==> src/sv/swps_pkg.sv <==
`default_nettype none

package swps_pkg;

   // Default width of the tick counters.
   localparam int unsigned TIMER_BITS_DEFAULT = 16;

   localparam int unsigned BLINK_W  = 10;
   localparam int unsigned PAUSE_W  = 12;
   localparam int unsigned UNIT_W   = 8;
   localparam int unsigned HOLD_W   = 16;
   localparam int unsigned MODE_W   = 4;
   localparam int unsigned CSR_IDX_W = 3;
   localparam int unsigned CSR_DATA_W = 16;

   // Product of mode and weld unit: 15 * 255 fits in 12 bits.
   localparam int unsigned PULSE_W = MODE_W + UNIT_W;

   localparam logic [BLINK_W-1:0] BLINK_HALF_RESET = BLINK_W'(250);
   localparam logic [PAUSE_W-1:0] PAUSE_RESET      = PAUSE_W'(1000);
   localparam logic [UNIT_W-1:0]  WELD_UNIT_RESET  = UNIT_W'(10);
   localparam logic [HOLD_W-1:0]  HOLDOFF_RESET    = HOLD_W'(2000);
   localparam logic [MODE_W-1:0]  MAX_MODE_RESET   = MODE_W'(5);
   localparam logic [MODE_W-1:0]  MODE_RESET       = MODE_W'(3);

   typedef enum logic [CSR_IDX_W-1:0] {
      CSR_BLINK_HALF = 3'd0,
      CSR_PAUSE      = 3'd1,
      CSR_WELD_UNIT  = 3'd2,
      CSR_HOLDOFF    = 3'd3,
      CSR_MAX_MODE   = 3'd4
   } csr_index_type;

   typedef struct packed {
      logic [BLINK_W-1:0] blink_half_ticks;
      logic [PAUSE_W-1:0] pause_ticks;
      logic [UNIT_W-1:0]  weld_unit_ticks;
      logic [HOLD_W-1:0]  holdoff_ticks;
      logic [MODE_W-1:0]  max_mode;
   } swps_cfg_type;

   typedef struct packed {
      logic              led_on;
      logic              weld_on;
      logic [MODE_W-1:0] mode_now;
   } swps_result_type;

endpackage

`default_nettype wire

==> src/sv/swps_core.sv <==
`default_nettype none

module swps_core
   import swps_pkg::*;
#(
   parameter int unsigned TIMER_BITS = TIMER_BITS_DEFAULT
) (
   input  wire logic            clock,
   input  wire logic            reset,
   input  wire logic            step_en,
   input  wire logic            mode_press,
   input  wire logic            weld_press,
   input  wire swps_cfg_type    cfg,
   output swps_result_type      result
);

   localparam int unsigned CMP_W = (TIMER_BITS > HOLD_W) ? TIMER_BITS : HOLD_W;
   localparam logic [TIMER_BITS-1:0] TMAX = {TIMER_BITS{1'b1}};

   typedef enum logic [1:0] {
      PH_ON    = 2'd0,
      PH_OFF   = 2'd1,
      PH_PAUSE = 2'd2
   } phase_type;

   typedef enum logic [1:0] {
      WS_IDLE = 2'd0,
      WS_FIRE = 2'd1,
      WS_HOLD = 2'd2
   } stage_type;

   logic [MODE_W-1:0]     mode_ff, mode_in;
   logic                  mode_pend_ff, mode_pend_in;
   logic                  weld_pend_ff, weld_pend_in;
   phase_type             phase_ff, phase_in;
   stage_type             stage_ff, stage_in;
   logic [MODE_W-1:0]     blinks_ff, blinks_in;
   logic [TIMER_BITS-1:0] pcnt_ff, pcnt_in;
   logic [TIMER_BITS-1:0] wcnt_ff, wcnt_in;

   logic [TIMER_BITS-1:0] pcnt_inc, wcnt_inc;
   logic [BLINK_W-1:0]    half;
   logic [UNIT_W-1:0]     unit;
   logic [MODE_W-1:0]     top_mode;
   logic [MODE_W-1:0]     blinks_inc;
   logic [PULSE_W-1:0]    pulse_len;
   logic                  half_done, pause_done, pulse_done, hold_done;
   logic                  weld_on;

   always_comb begin
      half     = (cfg.blink_half_ticks == '0) ? BLINK_W'(1) : cfg.blink_half_ticks;
      unit     = (cfg.weld_unit_ticks == '0) ? UNIT_W'(1) : cfg.weld_unit_ticks;
      top_mode = (cfg.max_mode == '0) ? MODE_W'(1) : cfg.max_mode;
      pcnt_inc   = pcnt_ff + TIMER_BITS'(1);
      wcnt_inc   = wcnt_ff + TIMER_BITS'(1);
      blinks_inc = blinks_ff + MODE_W'(1);
      pulse_len  = PULSE_W'(mode_ff) * PULSE_W'(unit);
      half_done  = pcnt_inc >= TIMER_BITS'(half);
      pause_done = pcnt_inc >= TIMER_BITS'(cfg.pause_ticks);
      pulse_done = wcnt_inc >= TIMER_BITS'(pulse_len);
      // The hold-off may be wider than the counter; it saturates at full scale.
      hold_done  = (CMP_W'(wcnt_inc) >= CMP_W'(cfg.holdoff_ticks)) || (wcnt_inc == TMAX);
   end

   always_comb begin
      mode_in      = mode_ff;
      mode_pend_in = mode_pend_ff | mode_press;
      weld_pend_in = weld_pend_ff;
      phase_in     = phase_ff;
      stage_in     = stage_ff;
      blinks_in    = blinks_ff;
      pcnt_in      = pcnt_ff;
      wcnt_in      = wcnt_ff;
      weld_on      = 1'b0;

      if (stage_ff == WS_IDLE && weld_pend_ff) begin
         // A pending weld starts now; this tick is its first firing tick.
         weld_pend_in = 1'b0;
         weld_on      = 1'b1;
         if (pulse_len <= PULSE_W'(1)) begin
            wcnt_in  = '0;
            stage_in = (cfg.holdoff_ticks == '0) ? WS_IDLE : WS_HOLD;
         end else begin
            wcnt_in  = TIMER_BITS'(1);
            stage_in = WS_FIRE;
         end
      end else if (stage_ff == WS_FIRE) begin
         weld_on = 1'b1;
         if (pulse_done) begin
            wcnt_in  = '0;
            stage_in = (cfg.holdoff_ticks == '0) ? WS_IDLE : WS_HOLD;
         end else begin
            wcnt_in = wcnt_inc;
         end
      end else if (stage_ff == WS_HOLD) begin
         if (hold_done) begin
            wcnt_in  = '0;
            stage_in = WS_IDLE;
         end else begin
            wcnt_in = wcnt_inc;
         end
      end else begin
         if (weld_press) begin
            weld_pend_in = 1'b1;
         end
         pcnt_in = pcnt_inc;
         case (phase_ff)
            PH_ON: begin
               if (half_done) begin
                  weld_pend_in = 1'b0;
                  phase_in     = PH_OFF;
                  pcnt_in      = '0;
               end
            end
            PH_OFF: begin
               if (half_done) begin
                  weld_pend_in = 1'b0;
                  pcnt_in      = '0;
                  if (blinks_inc >= mode_ff) begin
                     blinks_in = '0;
                     if (cfg.pause_ticks == '0) begin
                        phase_in = PH_ON;
                        if (mode_pend_in) begin
                           mode_in      = (mode_ff >= top_mode) ? MODE_W'(1)
                                                                : mode_ff + MODE_W'(1);
                           mode_pend_in = 1'b0;
                        end
                     end else begin
                        phase_in = PH_PAUSE;
                     end
                  end else begin
                     blinks_in = blinks_inc;
                     phase_in  = PH_ON;
                  end
               end
            end
            default: begin
               if (pause_done) begin
                  weld_pend_in = 1'b0;
                  phase_in     = PH_ON;
                  pcnt_in      = '0;
                  if (mode_pend_in) begin
                     mode_in      = (mode_ff >= top_mode) ? MODE_W'(1)
                                                          : mode_ff + MODE_W'(1);
                     mode_pend_in = 1'b0;
                  end
               end
            end
         endcase
      end
   end

   // Results describe the tick in progress, before the state moves on.
   assign result.led_on   = (phase_ff == PH_ON);
   assign result.weld_on  = weld_on;
   assign result.mode_now = mode_ff;

   always_ff @(posedge clock) begin
      if (reset) begin
         mode_ff      <= MODE_RESET;
         mode_pend_ff <= 1'b0;
         weld_pend_ff <= 1'b0;
         phase_ff     <= PH_ON;
         stage_ff     <= WS_IDLE;
         blinks_ff    <= '0;
         pcnt_ff      <= '0;
         wcnt_ff      <= '0;
      end else if (step_en) begin
         mode_ff      <= mode_in;
         mode_pend_ff <= mode_pend_in;
         weld_pend_ff <= weld_pend_in;
         phase_ff     <= phase_in;
         stage_ff     <= stage_in;
         blinks_ff    <= blinks_in;
         pcnt_ff      <= pcnt_in;
         wcnt_ff      <= wcnt_in;
      end
   end

endmodule

`default_nettype wire

==> src/sv/spot_weld_pulse_sequencer_top.sv <==
`default_nettype none

// Spot-weld pulse sequencer. Each request is one 1 ms tick carrying the mode
// and weld button events seen in that tick, and each request yields exactly one
// response: the LED drive, the weld drive and the mode in force during that
// tick. The block accepts a request into a request register, and returns its
// response from a response register; all tick counters and compares update
// combinationally between the request register and the response register,
// so the rate is one request per clock whenever the response side keeps up. The timing
// registers are written through the csr_ port and must only change while no
// request is in flight; their reset values are a 250 tick blink half, a 1000
// tick pause, a 10 tick weld unit, a 2000 tick hold-off and a top mode of 5.
// The mode starts at 3 after reset.

module spot_weld_pulse_sequencer_top
   import swps_pkg::*;
#(
   parameter int unsigned TIMER_BITS = TIMER_BITS_DEFAULT
) (
   input  wire logic                  clock,
   input  wire logic                  reset,

   input  wire logic                  req_valid,
   output logic                       req_ready,
   input  wire logic                  req_mode_press,
   input  wire logic                  req_weld_press,

   output logic                       rsp_valid,
   input  wire logic                  rsp_ready,
   output logic                       rsp_led_on,
   output logic                       rsp_weld_on,
   output logic [MODE_W-1:0]          rsp_mode_now,

   input  wire logic                  csr_we,
   input  wire logic [CSR_IDX_W-1:0]  csr_index,
   input  wire logic [CSR_DATA_W-1:0] csr_wdata
);

   swps_cfg_type    cfg_ff;
   swps_result_type result;

   // Request register: holds one tick until the core has consumed it.
   logic in_valid_ff, in_valid_in;
   logic in_mode_ff, in_weld_ff;
   // Response register: holds one result until the consumer takes it.
   logic            out_valid_ff, out_valid_in;
   swps_result_type out_ff;
   logic            advance;

   // The core steps whenever a request is held and the response slot is free
   // or being emptied in this same cycle.
   assign advance   = in_valid_ff && (!out_valid_ff || rsp_ready);
   assign req_ready = !in_valid_ff || advance;

   always_comb begin
      in_valid_in = in_valid_ff;
      if (req_valid && req_ready) begin
         in_valid_in = 1'b1;
      end else if (advance) begin
         in_valid_in = 1'b0;
      end
      out_valid_in = out_valid_ff;
      if (advance) begin
         out_valid_in = 1'b1;
      end else if (rsp_ready) begin
         out_valid_in = 1'b0;
      end
   end

   always_ff @(posedge clock) begin
      if (reset) begin
         in_valid_ff  <= 1'b0;
         out_valid_ff <= 1'b0;
      end else begin
         in_valid_ff  <= in_valid_in;
         out_valid_ff <= out_valid_in;
      end
      if (req_valid && req_ready) begin
         in_mode_ff <= req_mode_press;
         in_weld_ff <= req_weld_press;
      end
      if (advance) begin
         out_ff <= result;
      end
   end

   // Configuration registers. Writes to unused indexes are ignored.
   always_ff @(posedge clock) begin
      if (reset) begin
         cfg_ff.blink_half_ticks <= BLINK_HALF_RESET;
         cfg_ff.pause_ticks      <= PAUSE_RESET;
         cfg_ff.weld_unit_ticks  <= WELD_UNIT_RESET;
         cfg_ff.holdoff_ticks    <= HOLDOFF_RESET;
         cfg_ff.max_mode         <= MAX_MODE_RESET;
      end else if (csr_we) begin
         case (csr_index)
            CSR_BLINK_HALF: cfg_ff.blink_half_ticks <= csr_wdata[BLINK_W-1:0];
            CSR_PAUSE:      cfg_ff.pause_ticks      <= csr_wdata[PAUSE_W-1:0];
            CSR_WELD_UNIT:  cfg_ff.weld_unit_ticks  <= csr_wdata[UNIT_W-1:0];
            CSR_HOLDOFF:    cfg_ff.holdoff_ticks    <= csr_wdata[HOLD_W-1:0];
            CSR_MAX_MODE:   cfg_ff.max_mode         <= csr_wdata[MODE_W-1:0];
            default: begin
            end
         endcase
      end
   end

   swps_core #(
      .TIMER_BITS (TIMER_BITS)
   ) u_core (
      .clock      (clock),
      .reset      (reset),
      .step_en    (advance),
      .mode_press (in_mode_ff),
      .weld_press (in_weld_ff),
      .cfg        (cfg_ff),
      .result     (result)
   );

   assign rsp_valid    = out_valid_ff;
   assign rsp_led_on   = out_ff.led_on;
   assign rsp_weld_on  = out_ff.weld_on;
   assign rsp_mode_now = out_ff.mode_now;

endmodule

`default_nettype wire

==> config.mk <==
export PLATFORM = sky130hd
export DESIGN_NAME = spot_weld_pulse_sequencer_top
export DESIGN_NICKNAME = d
export VERILOG_FILES = /design/src/sv/swps_pkg.sv /design/src/sv/swps_core.sv /design/src/sv/spot_weld_pulse_sequencer_top.sv
export SDC_FILE = /design/constraint.sdc
export NUM_CORES = 1
export LEC_CHECK = 0
export BUFFER_PORTS_ARGS = -buffer_cell sky130_fd_sc_hd__buf_2
export CAP_MARGIN = 20
export CORE_MARGIN = 2
export CORE_UTILIZATION = 45
export DETAILED_ROUTE_END_ITERATION = 10
export SYNTH_ARGS = -nofsm -noshare
export SYNTH_HDL_FRONTEND = slang
export SYNTH_SLANG_ARGS = --single-unit
export TNS_END_PERCENT = 20
==> constraint.sdc <==
create_clock -name clock -period 6.38 [get_ports clock]
set_input_delay 0.319 -clock clock [delete_from_list [all_inputs] [get_ports clock]]
set_output_delay 0.319 -clock clock [all_outputs]
set_load 0.01 [all_outputs]
==> run metrics, run 1 <==
core area 15800 sq um; Net Sw Frac 24.7%; Vias/cell 5.38; CP max stage delay 0.54 ns; worst vdd ir 0.135 mV; Hold Startpoint req_weld_press; CTS tree done; number of synthesized flops with an enable pin 8; most common cell in the netlist nand2_1; Ports 34; Final Hold Vio Count 0; final worst path period share 89.8%; pin count of the biggest net entering global routing 61; vias in the first global route 5810; max-slew violations 0; area leader, netlist dfxtp_1; combinational power share 7.2%; RSZ-0062 raised after global routing no; Net Count, Synth 976; initial antenna violation count 0; Crit. Startpoint cfg_ff[23]; share of flip-flops with an asynchronous set or reset 0%; Tot Pwr 1.42 mW; Worst slew margin 30.7%; post-synthesis area per instance 8.45 sq um; CTS buffer count 9; final worst setup slack 0.651 ns; worst path cell trace nor4_1 -> a21oi_1 -> nand2b_1 -> fa_1 -> fa_1 -> inv_1 -> fa_1 -> a21oi_1 -> o21ai_0 -> a2111oi_0 -> nor3_1 -> xor2_1 -> inv_1 -> ha_1 -> and4_1 -> o21ai_0 -> o2111ai_1 -> nor4_1 -> a21oi_1 -> o22ai_1 -> a21o_1; wire length per cell 15.9 um; top cells by area, synth dfxtp_1 (27%), ha_1 (14%), nand2_1 (5.1%); hold_buf cts 0; layout cell share with drive strength beyond 1 8.21%; Crit-path slowest cell fa_1; share of the synthesized area in the top cell type 27.1%; total congestion overflow 0; Critical Path AT 5.98 ns; All-Layer GR Usage 22.0%; FF-to-FF End u_core.wcnt_ff[2]; Post-DP Area 7550 sq um; Worst-path clk slew 0.08 ns; die area 17100 sq um; crit path capture type register; worst-path fanout max 9; Yosys warnings 0; post-DP HPWL 13100 um; Clock Latency Late Sink 0.36 ns; cell area after synthesis 7230 sq um; Primary FF master, synth dfxtp_1; worst r2r path cells 21; WHS Path Cells 1; Final Skew 0.00685 ns; DRT Pass-1 Iters 5; synth cell count leaders nand2_1 (99), dfxtp_1 (98), inv_1 (87), ha_1 (83), nor2_1 (50); Rows 46; die height 131 um; port bufs 33; first-pass GRT wire length 29300 um; TNS Setup 0 ns; cts repair resizes 0; area grow syn2layout 8.95%; Clock power frac 44.0%; nets 993; Post-CTS Setup Inserts 0; routability congestion estimate 0.838; critical path data required time 6.64 ns; status complete, no violations; synth unique cells 69; Clock Tree Root clkbuf_16; Top delay family on crit path compound AO/OA/AOI/OAI gates; DRC 0; WP buf/inv 2; Die Wd 131 um; Slew @ Worst Pin 1.03 ns; Starting Density 45.8%; final setup vio count 0; Fmax 175 MHz; Worst Hold End in_weld_ff; Place WS 0.713 ns; Sink Count 106; initial drt markers 335; sequential area share after synthesis 30.5%; Seq pwr share 48.7%; post-layout util 49.9%; final worst path period need 5.73 ns; Final ANT Viol Nets 0; Hold Crit Class in -> reg; power per standard cell area 180 nW/um^2; clock tree buffer depth 2; Sw Pwr 350 uW; r2r startpoint cfg_ff[23]; Gate Count Post-Synth 855; vias 5884; crit start category register; Max Cap Viol 0; R2R setup slack 0.65 ns; WL final 17400 um; depth of the CTS H-tree 3; design area 7880 sq um; internal power 1.07 mW; Pleak 3.45 nW; number of synthesized register bits 106; ant diodes 0; CP Class reg -> reg
-- flip-flops by register name, summed over array words and instances (netlist names) --
signal	count
u_core.phase_ff	2
rsp_led_on	1
u_core.wcnt_ff	16
rsp_mode_now	4
u_core.mode_ff	4
in_valid_ff	1
u_core.pcnt_ff	16
in_mode_ff	1
rsp_valid	1
u_core.weld_pend_ff	1
u_core.mode_pend_ff	1
in_weld_ff	1
u_core.stage_ff	2
u_core.blinks_ff	4
cfg_ff	50
rsp_weld_on	1
-- cells by family after synthesis --
| kind of cell | Yosys count | synth area share (%) |
|---|---|---|
| fa+ha+maj | 95 | 17.7 |
| mux | 23 | 3.19 |
| simple gates | 316 | 23.2 |
| flops | 106 | 30.5 |
| buf+inv | 117 | 6.42 |
| compound gates | 166 | 15.2 |
| xor+xnor | 32 | 3.88 |
-- final cells by class --
class	count	area [sq um]
clock buffer	9	225
clock inverter	7	101
fill	1570	7900
inverter	87	327
multi-input combinational	632	4560
sequential	106	2200
tap	216	270
timing repair buffer	36	188
-- metrics by stage --
stage          hold WS (ns)  cells
2_1_floorplan         0.418    855
3_3_place_gp          0.456   1077
3_5_place_dp          0.465   1077
4_1_cts               0.117   1093
5_1_grt               0.119   1093
6_report              0.133   1093
-- power by group through the flow --
stage / clock [mW] / sequential, mW / combinational [mW]
2_1_floorplan: 0 / 0.704 / 0.0680
3_3_place_gp: 0 / 0.706 / 0.103
3_5_place_dp: 0 / 0.706 / 0.103
4_1_cts: 0.639 / 0.691 / 0.103
5_1_grt: 0.664 / 0.692 / 0.117
6_report: 0.624 / 0.691 / 0.102
-- worst max path at each step --
stage                             end  cells past startpoint  slack [ns]
finish              u_core.wcnt_ff[2]                     21        0.65
detailed placement  u_core.wcnt_ff[2]                     21        0.71
global route        u_core.wcnt_ff[2]                     21        0.23
floorplan           u_core.wcnt_ff[2]                     21        1.33
global placement    u_core.wcnt_ff[2]                     21        0.78
CTS                 u_core.wcnt_ff[2]                     21        0.66
-- cell usage in the layout (no fill, tap or decap), types with 24 or more instances in the layout --
cell      n
nor2_1   50
and2_1   24
dfxtp_1  98
a21oi_1  48
ha_1     83
nand3_1  32
buf_2    33
nand2_1  99
inv_1    87
o21ai_0  28
-- routing by layer --
layer	global-route usage (%)	routed length, um	up-vias	part of all wire (%)
met3	4.36	501	30	2.9
met1	28.3	8430	2699	48
met5	0	0	-	0
met2	37.0	8000	100	46
li1	-	-	3055	-
met4	7.82	448	0	2.6
Power figures use the tool's default switching activity.
==> run 2: changes to the inputs <==
--- a/config.mk
+++ b/config.mk
@@ -6,10 +6,11 @@
 export NUM_CORES = 1
 export LEC_CHECK = 0
 export BUFFER_PORTS_ARGS = -buffer_cell sky130_fd_sc_hd__buf_2
-export CAP_MARGIN = 20
 export CORE_MARGIN = 2
 export CORE_UTILIZATION = 45
 export DETAILED_ROUTE_END_ITERATION = 10
+export RECOVER_POWER = 100
+export SKIP_LAST_GASP = 1
 export SYNTH_ARGS = -nofsm -noshare
 export SYNTH_HDL_FRONTEND = slang
 export SYNTH_SLANG_ARGS = --single-unit
==> run 2 against run 1 <==
Net effect: the run now ends with max-capacitance violations, max-slew violations left; hold slack better by 0.0020 ns; global-route usage unchanged; via count is 0.41% higher; final area fell by 0.44%; clock skew grew 0.00061 ns; core utilization decreased by 0.22 points; routed wire length about the same; worst setup slack improved by 0.018 ns; power decreased by 0.17%; critical endpoint unchanged; largest power group unchanged.
==> run metrics, run 2 (synthesized netlist as in run 1, its figures left out) <==
Starting Density 45.8%; Rows 46; Reg area 2200 sq um; DRC 0; R2R setup slack 0.67 ns; area occupied by multi-input gates 4550 sq um; Min Hold Slack 0.135 ns; CTS buffer count 9; final worst path period need 5.71 ns; Final ANT Viol Nets 0; layout cell share with drive strength beyond 1 6.61%; worst vdd ir 0.134 mV; most common cell after layout, fill and taps aside nand2_1; Worst slew margin -2.83%; port bufs 33; first-pass GRT wire length 29300 um; Clock Tree Root clkbuf_16; crit path capture type register; r2r startpoint cfg_ff[23]; worst setup path end u_core.wcnt_ff[2]; critical path data required time 6.63 ns; status complete, but fails checks; Post-CTS Setup Inserts 0; core area 15800 sq um; Final Skew 0.00746 ns; CTS tree done; total congestion overflow 0; Worst-path clk slew 0.08 ns; CP Class reg -> reg; power per standard cell area 180 nW/um^2; fillers 1574; Final Hold Vio Count 0; Tot Pwr 1.42 mW; TNS Setup 0 ns; Die Wd 131 um; crit start category register; hold_buf cts 0; pin count of the biggest net entering global routing 61; post-DP HPWL 13100 um; Crit. Startpoint cfg_ff[23]; initial antenna violation count 0; Ports 34; Pleak 3.42 nW; RSZ-0062 raised after global routing no; die area 17100 sq um; max-slew violations 32; Vias/cell 5.41; Fmax 175 MHz; Slew @ Worst Pin 1.54 ns; cts repair resizes 0; FF-to-FF End u_core.wcnt_ff[2]; worst r2r path cells 21; initial drt markers 321; ant diodes 0; depth of the CTS H-tree 3; DRT Pass-1 Iters 4; Clock Latency Late Sink 0.36 ns; WL final 17400 um; vias in the first global route 5810; Most flops, register cfg_ff; final setup vio count 0; worst-path fanout max 9; vias 5908; max reg flops 50; Critical Path AT 5.97 ns; nets 993; Top Registers cfg_ff: 50 flops, u_core.pcnt_ff: 16 flops, u_core.wcnt_ff: 16 flops; final worst path period share 89.5%; highest-count cells in the layout ignoring fill and taps nand2_1 (99), dfxtp_1 (98), inv_1 (87); All-Layer GR Usage 22.0%; failing checks max-capacitance violations, max-slew violations; die height 131 um; Sink Count 106; wire length per cell 15.9 um; Hold Crit Class in -> reg; clock tree buffer depth 2; area grow syn2layout 8.46%; routability congestion estimate 0.838; Max Cap Viol 1
==> run 2: where the power goes <==
| group | switching (mW) | total, mW | internal (mW) |
|---|---|---|---|
| Sequential | 0.00963 | 0.691 | 0.681 |
| Combinational | 0.0648 | 0.101 | 0.0363 |
| Clock | 0.274 | 0.623 | 0.349 |
==> run 2: worst min path at each step <==
stage	from	slack [ns]	cells after the start	end
after floorplan	req_mode_press	0.42	0	in_mode_ff
after global placement	u_core.wcnt_ff[15]	0.46	2	u_core.wcnt_ff[15]
after detailed placement	cfg_ff[40]	0.46	2	cfg_ff[40]
after CTS	req_weld_press	0.12	1	in_weld_ff
after global routing	req_mode_press	0.12	1	in_mode_ff
final	req_weld_press	0.13	1	in_weld_ff
==> run 2: stage by stage <==
| step | instance area, sq um | instances | setup slack [ns] | util [%] |
|---|---|---|---|---|
| global route | 7840 | 1093 | 0.225 | 49.7 |
| detailed placement | 7550 | 1077 | 0.713 | 47.9 |
| CTS | 7880 | 1093 | 0.658 | 49.9 |
| floorplan | 7230 | 855 | 1.33 | - |
| finish | 7840 | 1093 | 0.669 | 49.7 |
| global placement | 7550 | 1077 | 0.778 | 47.9 |
==> run 2: worst max-delay path, stage by stage (launching register included) <==
cell	delay, ns
dfxtp_1	0.35
nor4_1	0.33
a21oi_1	0.17
nand2b_1	0.20
fa_1	0.53
fa_1	0.54
inv_1	0.07
fa_1	0.46
a21oi_1	0.17
o21ai_0	0.14
a2111oi_0	0.43
nor3_1	0.12
xor2_1	0.19
inv_1	0.07
ha_1	0.29
and4_1	0.16
o21ai_0	0.08
o2111ai_1	0.31
nor4_1	0.11
a21oi_1	0.52
o22ai_1	0.17
a21o_1	0.20
==> run 2: final cells by class <==
type                       count  area share [%]
clock inverter                 7            1.29
tap                          216            3.45
multi-input combinational    632            58.0
inverter                      87            4.17
timing repair buffer          36            2.15
clock buffer                   9            2.87
sequential                   106            28.1
==> run 2: layer usage <==
layer	up-vias	GRT usage [%]	wire length [um]
li1	3053	-	-
met1	2712	28.3	8370
met2	113	37.0	8000
met3	30	4.36	552
met4	0	7.82	449
met5	-	0	0
